==> config.mk <==
export PLATFORM = sky130hd
export DESIGN_NAME = ultrasonic_range_validator
export DESIGN_NICKNAME = d
export VERILOG_FILES = /design/src/urv_pkg.sv /design/src/ultrasonic_range_validator.sv /design/src/urv_ctrl.sv /design/src/urv_datapath.sv
export SDC_FILE = /design/constraint.sdc
export NUM_CORES = 2
export LEC_CHECK = 0
export BUFFER_PORTS_ARGS = -buffer_cell sky130_fd_sc_hd__buf_2
export CORE_MARGIN = 8
export CORE_UTILIZATION = 60
export DETAILED_ROUTE_END_ITERATION = 7
export PLACE_DENSITY = 0.9
export SLEW_MARGIN = 20
export SYNTH_ARGS = -nofsm -noshare
export SYNTH_HDL_FRONTEND = slang
export SYNTH_HIERARCHICAL = 1
export SYNTH_SLANG_ARGS = --single-unit
==> constraint.sdc <==
create_clock -name clk -period 13.9 [get_ports clk]
set_input_delay 2.78 -clock clk [delete_from_list [all_inputs] [get_ports clk]]
set_output_delay 2.78 -clock clk [all_outputs]
set_load 0.05 [all_outputs]
==> src/urv_pkg.sv <==
// ----------------------------------------------------------------------------
// urv_pkg
// Shared types and constants for the ultrasonic range validator: payload
// words, controller/datapath command and status, register indexes.
// ----------------------------------------------------------------------------
package urv_pkg;

  typedef struct packed {
    logic [15:0] flight_time_us;
    logic [7:0]  temp_raw;
    logic [47:0] sample_time_us;
  } req_word_t;

  typedef struct packed {
    logic [23:0]        distance_um;
    logic               in_window;
    logic               sample_valid;
    logic signed [15:0] temp_used_q8;
  } rsp_word_t;

  typedef enum logic [2:0] {
    CFG_MIN_DISTANCE = 3'd0,
    CFG_MAX_DISTANCE = 3'd1,
    CFG_MIN_TEMP     = 3'd2,
    CFG_MAX_TEMP     = 3'd3,
    CFG_FALLBACK     = 3'd4,
    CFG_MAX_GAP      = 3'd5,
    CFG_MAX_STEP     = 3'd6
  } cfg_index_t;

  typedef enum logic [1:0] {
    MUL_TEMP  = 2'd0,
    MUL_SPEED = 2'd1,
    MUL_DIST  = 2'd2
  } mul_sel_t;

  typedef struct packed {
    logic     load_in;
    logic     load_prod;
    mul_sel_t mul_sel;
    logic     load_temp;
    logic     load_speed;
    logic     load_dist;
    logic     finish;
  } urv_cmd_t;

  typedef struct packed {
    logic out_free;
  } urv_sts_t;

  // register reset values
  localparam logic [23:0]        MIN_DISTANCE_RST = 24'd50000;
  localparam logic [23:0]        MAX_DISTANCE_RST = 24'd9000000;
  localparam logic signed [15:0] MIN_TEMP_RST     = -16'sd10240;
  localparam logic signed [15:0] MAX_TEMP_RST     = 16'sd21760;
  localparam logic signed [15:0] FALLBACK_RST     = 16'sd5120;
  localparam logic [23:0]        MAX_GAP_RST      = 24'd300000;
  localparam logic [23:0]        MAX_STEP_RST     = 24'd600000;

  // temperature conversion: t = trunc((raw - 64) * 512 / 3) - 4871
  localparam logic signed [8:0]  RAW_OFFSET  = 9'sd64;
  // 512/3 done as |r| * 43691 >> 8, exact for |r| < 256
  localparam logic signed [17:0] RECIP3_X512 = 18'sd43691;
  localparam logic signed [16:0] TEMP_OFFSET = 17'sd4871;

  // speed of sound: 84736 + floor(tu * 154 / 256), Q8 m/s
  localparam logic signed [17:0] SPEED_COEF = 18'sd154;
  localparam logic signed [18:0] SPEED_BASE = 19'sd84736;
  localparam logic [16:0]        SPEED_MIN  = 17'd65024;

endpackage

==> src/ultrasonic_range_validator.sv <==
// Flow: an accepted request word steps through the temperature, speed and
// distance products, then waits in the check step while the previous result
// word is still stalled in the output register; no new word is taken until
// its result is loaded there. Three products share one multiplier.
// Reset: synchronous; config returns to defaults, stored sample to zero.
// ----------------------------------------------------------------------------
// ultrasonic_range_validator
// Temperature-compensated time-of-flight distance with window, gap and
// step validation against the last in-window sample.
// ----------------------------------------------------------------------------
module ultrasonic_range_validator import urv_pkg::*; (
  input  logic        clk,
  input  logic        rst,
  input  logic        cfg_we,
  input  logic [2:0]  cfg_index,
  input  logic [23:0] cfg_data,
  input  logic        req_valid,
  output logic        req_stall,
  input  req_word_t   req_word,
  output logic        rsp_valid,
  input  logic        rsp_stall,
  output rsp_word_t   rsp_word
);

  urv_cmd_t cmd;
  urv_sts_t sts;

  urv_ctrl u_ctrl (
    .clk       (clk),
    .rst       (rst),
    .req_valid (req_valid),
    .req_stall (req_stall),
    .sts       (sts),
    .cmd       (cmd)
  );

  urv_datapath u_datapath (
    .clk       (clk),
    .rst       (rst),
    .cfg_we    (cfg_we),
    .cfg_index (cfg_index),
    .cfg_data  (cfg_data),
    .req_word  (req_word),
    .rsp_valid (rsp_valid),
    .rsp_stall (rsp_stall),
    .rsp_word  (rsp_word),
    .cmd       (cmd),
    .sts       (sts)
  );

endmodule

==> src/urv_ctrl.sv <==
// ----------------------------------------------------------------------------
// urv_ctrl
// Sequencer: walks one word through the shared multiplier steps and hands
// the finished result to the output register.
// ----------------------------------------------------------------------------
module urv_ctrl import urv_pkg::*; (
  input  logic     clk,
  input  logic     rst,
  input  logic     req_valid,
  output logic     req_stall,
  input  urv_sts_t sts,
  output urv_cmd_t cmd
);

  typedef enum logic [2:0] {
    S_IDLE,
    S_MUL_T,
    S_TEMP,
    S_MUL_S,
    S_SPEED,
    S_MUL_D,
    S_DIST,
    S_CHECK
  } state_t;

  state_t state;
  state_t state_next;

  assign req_stall = (state != S_IDLE);

  always_comb begin
    state_next = state;
    cmd        = '0;
    cmd.mul_sel = MUL_TEMP;
    unique case (state)
      S_IDLE: begin
        if (req_valid) begin
          cmd.load_in = 1'b1;
          state_next  = S_MUL_T;
        end
      end
      S_MUL_T: begin
        cmd.load_prod = 1'b1;
        cmd.mul_sel   = MUL_TEMP;
        state_next    = S_TEMP;
      end
      S_TEMP: begin
        cmd.load_temp = 1'b1;
        state_next    = S_MUL_S;
      end
      S_MUL_S: begin
        cmd.load_prod = 1'b1;
        cmd.mul_sel   = MUL_SPEED;
        state_next    = S_SPEED;
      end
      S_SPEED: begin
        cmd.load_speed = 1'b1;
        state_next     = S_MUL_D;
      end
      S_MUL_D: begin
        cmd.load_prod = 1'b1;
        cmd.mul_sel   = MUL_DIST;
        state_next    = S_DIST;
      end
      S_DIST: begin
        cmd.load_dist = 1'b1;
        state_next    = S_CHECK;
      end
      S_CHECK: begin
        // hold until the output register can take the word
        if (sts.out_free) begin
          cmd.finish = 1'b1;
          state_next = S_IDLE;
        end
      end
      default: state_next = S_IDLE;
    endcase
  end

  always_ff @(posedge clk) begin
    if (rst) begin
      state <= S_IDLE;
    end else begin
      state <= state_next;
    end
  end

  a_wait_out: assert property (@(posedge clk) disable iff (rst)
    (state == S_CHECK && !sts.out_free) |=> state == S_CHECK)
    else $error("sequencer left check step while output was blocked");

  a_one_load: assert property (@(posedge clk) disable iff (rst)
    $onehot0({cmd.load_in, cmd.load_prod, cmd.load_temp, cmd.load_speed,
              cmd.load_dist, cmd.finish}))
    else $error("more than one datapath command in a cycle");

  a_accept_runs: assert property (@(posedge clk) disable iff (rst)
    cmd.load_in |=> ##6 (state == S_CHECK))
    else $error("word did not reach check step in time");

endmodule

==> src/urv_datapath.sv <==
// ----------------------------------------------------------------------------
// urv_datapath
// Config registers, stored last sample, shared 18x18 multiplier and the
// temperature, speed, distance and validity logic, plus output register.
// ----------------------------------------------------------------------------
module urv_datapath import urv_pkg::*; (
  input  logic        clk,
  input  logic        rst,
  input  logic        cfg_we,
  input  logic [2:0]  cfg_index,
  input  logic [23:0] cfg_data,
  input  req_word_t   req_word,
  output logic        rsp_valid,
  input  logic        rsp_stall,
  output rsp_word_t   rsp_word,
  input  urv_cmd_t    cmd,
  output urv_sts_t    sts
);

  // configuration
  logic [23:0]        range_lo;
  logic [23:0]        range_hi;
  logic signed [15:0] min_temp;
  logic signed [15:0] max_temp;
  logic signed [15:0] fallback_temp;
  logic [23:0]        max_gap;
  logic [23:0]        max_step;

  // stored in-window sample
  logic [23:0] last_distance;
  logic [47:0] last_time;

  // working registers
  req_word_t          cur;
  logic signed [35:0] prod;
  logic signed [15:0] temp_used;
  logic [16:0]        speed;
  logic [23:0]        dist_um;

  always_ff @(posedge clk) begin
    if (rst) begin
      range_lo      <= MIN_DISTANCE_RST;
      range_hi      <= MAX_DISTANCE_RST;
      min_temp      <= MIN_TEMP_RST;
      max_temp      <= MAX_TEMP_RST;
      fallback_temp <= FALLBACK_RST;
      max_gap       <= MAX_GAP_RST;
      max_step      <= MAX_STEP_RST;
    end else if (cfg_we) begin
      unique case (cfg_index_t'(cfg_index))
        CFG_MIN_DISTANCE: range_lo      <= cfg_data;
        CFG_MAX_DISTANCE: range_hi      <= cfg_data;
        CFG_MIN_TEMP:     min_temp      <= cfg_data[15:0];
        CFG_MAX_TEMP:     max_temp      <= cfg_data[15:0];
        CFG_FALLBACK:     fallback_temp <= cfg_data[15:0];
        CFG_MAX_GAP:      max_gap       <= cfg_data;
        CFG_MAX_STEP:     max_step      <= cfg_data;
        default: ;
      endcase
    end
  end

  // raw byte offset and magnitude
  logic signed [8:0] raw_off;
  logic [7:0]        raw_mag;
  assign raw_off = $signed({1'b0, cur.temp_raw}) - RAW_OFFSET;
  assign raw_mag = raw_off[8] ? 8'(-raw_off) : raw_off[7:0];

  // shared multiplier
  logic signed [17:0] mul_a;
  logic signed [17:0] mul_b;
  logic signed [35:0] mul_p;

  always_comb begin
    case (cmd.mul_sel)
      MUL_TEMP: begin
        mul_a = $signed({10'd0, raw_mag});
        mul_b = RECIP3_X512;
      end
      MUL_SPEED: begin
        mul_a = 18'(temp_used);
        mul_b = SPEED_COEF;
      end
      MUL_DIST: begin
        mul_a = $signed({2'd0, cur.flight_time_us});
        mul_b = $signed({1'b0, speed});
      end
      default: begin
        mul_a = '0;
        mul_b = '0;
      end
    endcase
  end

  assign mul_p = 36'(mul_a) * 36'(mul_b);

  // temperature: truncating divide, then limit check
  logic [15:0]        quot;
  logic signed [16:0] quot_s;
  logic signed [16:0] temp_conv;
  logic               temp_bad;
  assign quot      = prod[23:8];
  assign quot_s    = raw_off[8] ? -$signed({1'b0, quot}) : $signed({1'b0, quot});
  assign temp_conv = quot_s - TEMP_OFFSET;
  assign temp_bad  = (temp_conv > 17'(max_temp)) || (temp_conv < 17'(min_temp));

  // speed: arithmetic shift is the floor divide by 256
  logic signed [18:0] speed_sum;
  assign speed_sum = SPEED_BASE + $signed(prod[26:8]);

  // distance, saturated to 24 bits (product is never negative here)
  logic [23:0] dist_sat;
  assign dist_sat = (|prod[35:33]) ? '1 : prod[32:9];

  // window, gap and step checks
  logic        in_win;
  logic [47:0] gap;
  logic [23:0] step;
  logic        valid_n;
  assign in_win  = (dist_um > range_lo) && (dist_um < range_hi);
  assign gap     = cur.sample_time_us - last_time;
  assign step    = (dist_um >= last_distance) ? dist_um - last_distance
                                              : last_distance - dist_um;
  assign valid_n = in_win && (gap < {24'd0, max_gap}) && (step < max_step);

  assign sts.out_free = !rsp_valid || !rsp_stall;

  always_ff @(posedge clk) begin
    if (cmd.load_in) begin
      cur <= req_word;
    end
    if (cmd.load_prod) begin
      prod <= mul_p;
    end
    if (cmd.load_temp) begin
      temp_used <= temp_bad ? fallback_temp : temp_conv[15:0];
    end
    if (cmd.load_speed) begin
      speed <= speed_sum[16:0];
    end
    if (cmd.load_dist) begin
      dist_um <= dist_sat;
    end
    if (cmd.finish) begin
      rsp_word.distance_um  <= dist_um;
      rsp_word.in_window    <= in_win;
      rsp_word.sample_valid <= valid_n;
      rsp_word.temp_used_q8 <= temp_used;
    end
  end

  always_ff @(posedge clk) begin
    if (rst) begin
      rsp_valid     <= 1'b0;
      last_distance <= '0;
      last_time     <= '0;
    end else begin
      if (cmd.finish) begin
        rsp_valid <= 1'b1;
      end else if (!rsp_stall) begin
        rsp_valid <= 1'b0;
      end
      if (cmd.finish && in_win) begin
        last_distance <= dist_um;
        last_time     <= cur.sample_time_us;
      end
    end
  end

  a_no_overwrite: assert property (@(posedge clk) disable iff (rst)
    cmd.finish |-> !(rsp_valid && rsp_stall))
    else $error("result word overwritten while stalled");

  a_valid_in_window: assert property (@(posedge clk) disable iff (rst)
    rsp_valid |-> (!rsp_word.sample_valid || rsp_word.in_window))
    else $error("valid sample outside distance window");

  a_speed_range: assert property (@(posedge clk) disable iff (rst)
    $past(cmd.load_speed) |-> speed >= SPEED_MIN)
    else $error("speed of sound below possible range");

endmodule

; ---- Word level (Yosys, flattened, before mapping)
; Index checks and enable logic that the tools add are counted.
[totals]
ff_bits = 427
inputBits = 104
word_cells = 96
[classes]
add_sub_neg = 8
multipliers = 1
order_cmp = 7
n_eq_ne = 18
n_mux = 19
reduce_logical = 21
[op_table]
columns = cell, n
row1 = $pmux W18 S3, 1
row2 = $pmux W17 S3, 1
row3 = $lt A24 B24 Y1, 2
row4 = $lt A48 B24 Y1, 1
row5 = $sub A24 B24 Y24, 2
row6 = $sub A48 B48 Y48, 1
row7 = $mul A18 B18 Y36, 1
row8 = $ge A24 B24 Y1, 1
row9 = $gt A24 B24 Y1, 1
row10 = $mux W24, 1
row11 = $pmux W3 S8, 1
row12 = $eq A3 B3 Y1 const B, 7
row13 = $add A17 B17 Y17 const A, 1
row14 = $gt A17 B16 Y1, 1
row15 = $lt A17 B16 Y1, 1
row16 = $mux W17, 1
row17 = $neg A16 Y17, 1
row18 = $sub A17 B14 Y17 const B, 1
row19 = $mux W16, 1
row20 = $reduce_and A2 Y1, 8
row21 = $eq A3 B2 Y1 const B, 4
row22 = $mux W1, 9
row23 = $pmux W3 S3, 1
row24 = $sub A8 B7 Y9 const B, 1
row25 = 15 further kinds, 24

; ---- Depth between registers and ports, before layout
[logic_depth]
depth_word = 6
depth_mapped = 35
depth_no_buf = 33

; ---- Cells and area by module
; The synthesis kept the hierarchy.
[by_module_without_submodules]
columns = module, n_inst, cells_per_inst, area_each_um2, seq_area_each_um2
row1 = urv_datapath, 1, 3802, 34166.5, 10319.9
row2 = urv_ctrl, 1, 27, 235.2, 60.1

; ---- Worst setup path before layout
; No wires, ideal clock.
[synth_path]
path_kind = reg-to-reg
start = register u_datapath/cur[54] in the netlist's numbering
end = register u_datapath.prod[35] (data pin)
setup_ps = 260
arrival_ps = 7666
setup_slack_ps = 5974
path_stages_with_launch = 34
n_path_buf = 2
cell_sequence = edfxtp_1 -> inv_1 -> ha_1 -> clkbuf_1 -> clkbuf_1 -> o31ai_1 -> xnor2_1 -> nor2_1 -> a21oi_1 -> nor2_1 -> a21oi_1 -> nor2_1 -> fa_1 -> inv_1 -> fa_1 -> fa_1 -> inv_1 -> fa_1 -> fa_1 -> inv_1 -> fa_1 -> inv_1 -> ha_1 -> o21ai_0 -> nand2b_1 -> and3_1 -> o31ai_1 -> a211oi_1 -> o221ai_1 -> or4_1 -> a31o_2 -> inv_1 -> a21oi_1 -> xnor2_1
[synth_between]
elab_chain_len = 5
[synth_rtl]
columns = element, line
row1 = "start, declared", urv_datapath.sv:34  ; req_word_t cur;
row2 = "start signal, assigned", urv_datapath.sv:130  ; cur <= req_word;
row3 = $sub A8 B7 Y9 *, urv_datapath.sv:66  ; assign raw_off = $signed({1'b0, cur.temp_raw}) - RAW_OFFSET;
row4 = $neg A8 Y8, urv_datapath.sv:67  ; assign raw_mag = raw_off[8] ? 8'(-raw_off) : raw_off[7:0];
row5 = $mux W8 *, urv_datapath.sv:67
row6 = $pmux W18 S3 *, urv_datapath.sv:75  ; case (cmd.mul_sel)
row7 = $mul A18 B18 Y36 *, urv_datapath.sv:95  ; assign mul_p = 36'(mul_a) * 36'(mul_b);
row8 = via u_datapath.mul_p[35], urv_datapath.sv:72  ; logic signed [35:0] mul_p;
row9 = "end signal, assigned", urv_datapath.sv:133  ; prod <= mul_p;
row10 = "end, declared", urv_datapath.sv:35  ; logic signed [35:0] prod;
; The timed path passes the listed nets; every way through them passes the cells marked *.
; A chain may end at the register's enable or synchronous reset.

; ---- Worst setup path in the final report
; Ends and elaborated chain as after synthesis.

==> flow_summary.yaml <==
yosys:
  ys_ff_latch: 419
  yosys.area.top_type: "fa_1"
  netlist_area_mm2: 0.0344
  synth.most_common_cell: "inv_1"
  synth_commonest_cells: "inv_1, nand2_1, nor2_1, a21oi_1, ha_1"
  synth.avg_cell_area_um2: 8.98
  syn_inst: 3829
  synth_top_cell_area_share_pct: 17.5
  seq_area_frac_synth_pct: 30.2
  async_flop_share_pct: 0
  synth-edff-count: 199
  yosys_warnings: 6
  ys_types: 80
  ys.flop_type: "dfxtp_1"
  synth_area_leaders: "fa_1, edfxtp_1, dfxtp_1"
routing:
  dr_total_vias: 27782
  dr.pass1.iters: 7
  wl_per_cell_um: 19.4
  drt_wl_total_um: 91700
  drtIter0Drc: 2683
  drc: 0
  postRouteAntennaNets: 0
  vias_per_cell: 5.88
placed_design:
  gp_congestion: 0.981
  hpwl_um: 68600
  place_inst: 4638
  io_buffers: 147
pwr:
  power.switching_mw: 3.02
  p_leak_nw: 16.7
  total_power_mw: 7.22
  p_sw_share_pct: 41.9
  ir_worst_vdd_v: 0.000199
  sequentialPowerShare_pct: 23.9
  p_comb_share_pct: 58.1
  p_clk_share_pct: 18.0
  powerDensity_mw_per_mm2: 193
  internal_power_mw: 4.20
clock_network:
  clock_sinks: 419
  clk_pin_slew_ps: 60
  cts_setup_buffers: 0
  root_buffer: "clkbuf_16"
  htree_levels: 2
  cts_hold_buf: 0
  cts_tree: "done"
  cts_resized: 0
  clockBufferDepth: 3
  clk_latency_ps: 610
  numCtsBuffers: 45
worst_setup_path:
  critPathMaxStageDelay_ps: 970
  critPathTopFamily: "adder cells"
  worstSetupStartpointType: "flop"
  cp-end-kind: "flop"
  arrival_ps: 9620
  worstSetupPathType: "flop to flop"
  cp.required_ps: 14220
  crit_buf_inv: 6
  crit_path_top_delay_cell: "a21oi_1"
  cp_max_fo: 26
flow_run:
  max-cap-violations: 0
final_layout:
  instances_no_fill: 4723
  final_layout_size_suffix_gt1_share_pct: 7.59
  fin_nets: 4646
  syn2layout_area_growth_pct: 8.67
  fillCellCount: 4177
  fin_util_pct: 66.2
global_route:
  grt_pass1_vias: 28247
  grt_usage_pct: 27.2
  grt_pass1_wl_um: 145000
  antenna_found_initial: 0
  overflow: 0
  grt_max_degree: 121
sta:
  skew_ps: 44.0
  rsz0062_at_grt: "no"
  finalMaxSlewViolations: 0
  worst_slew_pin_slew_ps: 1230
  period_share_pct: 66.9
  timing.hold.ws_ps: 451
  fin_crit_ps: 9300
  hold_violations: 0
  setup_viol: 0
  tns_ps: 0
  max_slew_margin_pct: 17.9
  fmax_mhz: 108
floorplanning:
  die_x_um: 255
  core_mm2: 0.0565
  start_util_pct: 60.9
  dieHeight_um: 255
  fp-row-count: 87
  die-area_mm2: 0.0653
  io_pins: 148
outcome:
  status: "complete, no violations"
worst_hold_path:
  hp-class: "flop to flop"
-- power by group through the flow --
stage               clock (mW)  sequential (mW)  combinational, mW
floorplan                    0             1.69               3.19
global placement             0             1.74               3.81
detailed placement           0             1.74               4.05
CTS                       1.31             1.72               4.15
global route              1.36             1.73               4.73
finish                    1.30             1.73               4.20
-- stage by stage --
step	cell area, um2	setup slack [ps]
6_report	37400	4600
5_1_grt	37400	4230
4_1_cts	37400	4740
3_5_place_dp	35800	4840
3_3_place_gp	35800	5090
2_1_floorplan	34500	5970
-- worst register-to-register path, delay by kind of cell, from the launching register on --
| kind | cells | cell delay [ps] |
|---|---|---|
| xor+xnor | 2 | 320 |
| flops | 1 | 410 |
| buf+inv | 6 | 380 |
| simple gates | 6 | 1180 |
| fa+ha+maj | 8 | 4220 |
| compound gates | 9 | 2530 |
-- registers in the layout, summed over array words and instances (netlist names) --
signal                    flops
u_datapath/fallback_temp     16
u_datapath/dist_um           24
u_datapath/temp_used         16
u_datapath/range_lo          24
u_datapath/prod              28
u_datapath/last_distance     24
u_datapath/rsp_word          42
u_datapath/cur               72
u_datapath/max_gap           24
u_datapath/min_temp          16
u_datapath/rsp_valid          1
u_datapath/max_temp          16
u_ctrl/state                  3
u_datapath/speed             17
u_datapath/max_step          24
u_datapath/range_hi          24
u_datapath/last_time         48
-- cell type report --
class | count | area (um2) | share of cell area (%)
clock inverter | 22 | 314 | 0.840
multi-input combinational | 2655 | 21100 | 56.5
timing repair buffer | 170 | 915 | 2.45
clock buffer | 61 | 1290 | 3.45
tap | 756 | 946 | 2.53
sequential | 419 | 10400 | 27.8
antenna | 2 | 5.00 | 0.0134
inverter | 638 | 2390 | 6.41
-- layout by cell type, fill, tap and decap left out, drive strengths merged, types with 82 or more instances in the layout --
cell type  count
o21ai        106
dfxtp        220
nand2        509
nor2         347
ha           312
inv          639
xnor2         82
edfxtp       199
a21oi        315
buf          170
fa           301
-- metal layers --
| layer | global-route usage, % | wire length [um] | vias to the layer above |
|---|---|---|---|
| met1 | 32.5 | 34600 | 13347 |
| met5 | 0 | 0 | - |
| met2 | 46.2 | 43800 | 1409 |
| met3 | 6.42 | 8740 | 342 |
| li1 | - | - | 12684 |
| met4 | 12.6 | 4610 | 0 |
-- worst paths after layout --
kind / end / from / slack [ps] / cells after the start
worst max-delay path: u_datapath/prod[35] / u_datapath/cur[54] / 4600 / 31
worst min-delay path: u_datapath/range_hi[0] / u_datapath/range_hi[0] / 450 / 2
worst min register to register: u_datapath/range_hi[0] / u_datapath/range_hi[0] / 450 / 2
worst max register to register: u_datapath/prod[35] / u_datapath/cur[54] / 4600 / 31
-- kinds of logic (layout without fill, tap and decap cells) --
logic type	after synthesis	after routing	share of synthesized area, %
AO/OA/AOI/OAI	671	671	12.0
XOR/XNOR	130	130	3.31
adder cells (fa/ha/maj)	613	613	28.9
buffers and inverters	779	891	8.77
flip-flops	419	419	30.2
multiplexers	83	83	2.49
other	2	28	0.0218
AND/OR/NAND/NOR	1132	1132	14.4
Note: power is estimated with default switching activity, not from simulation.
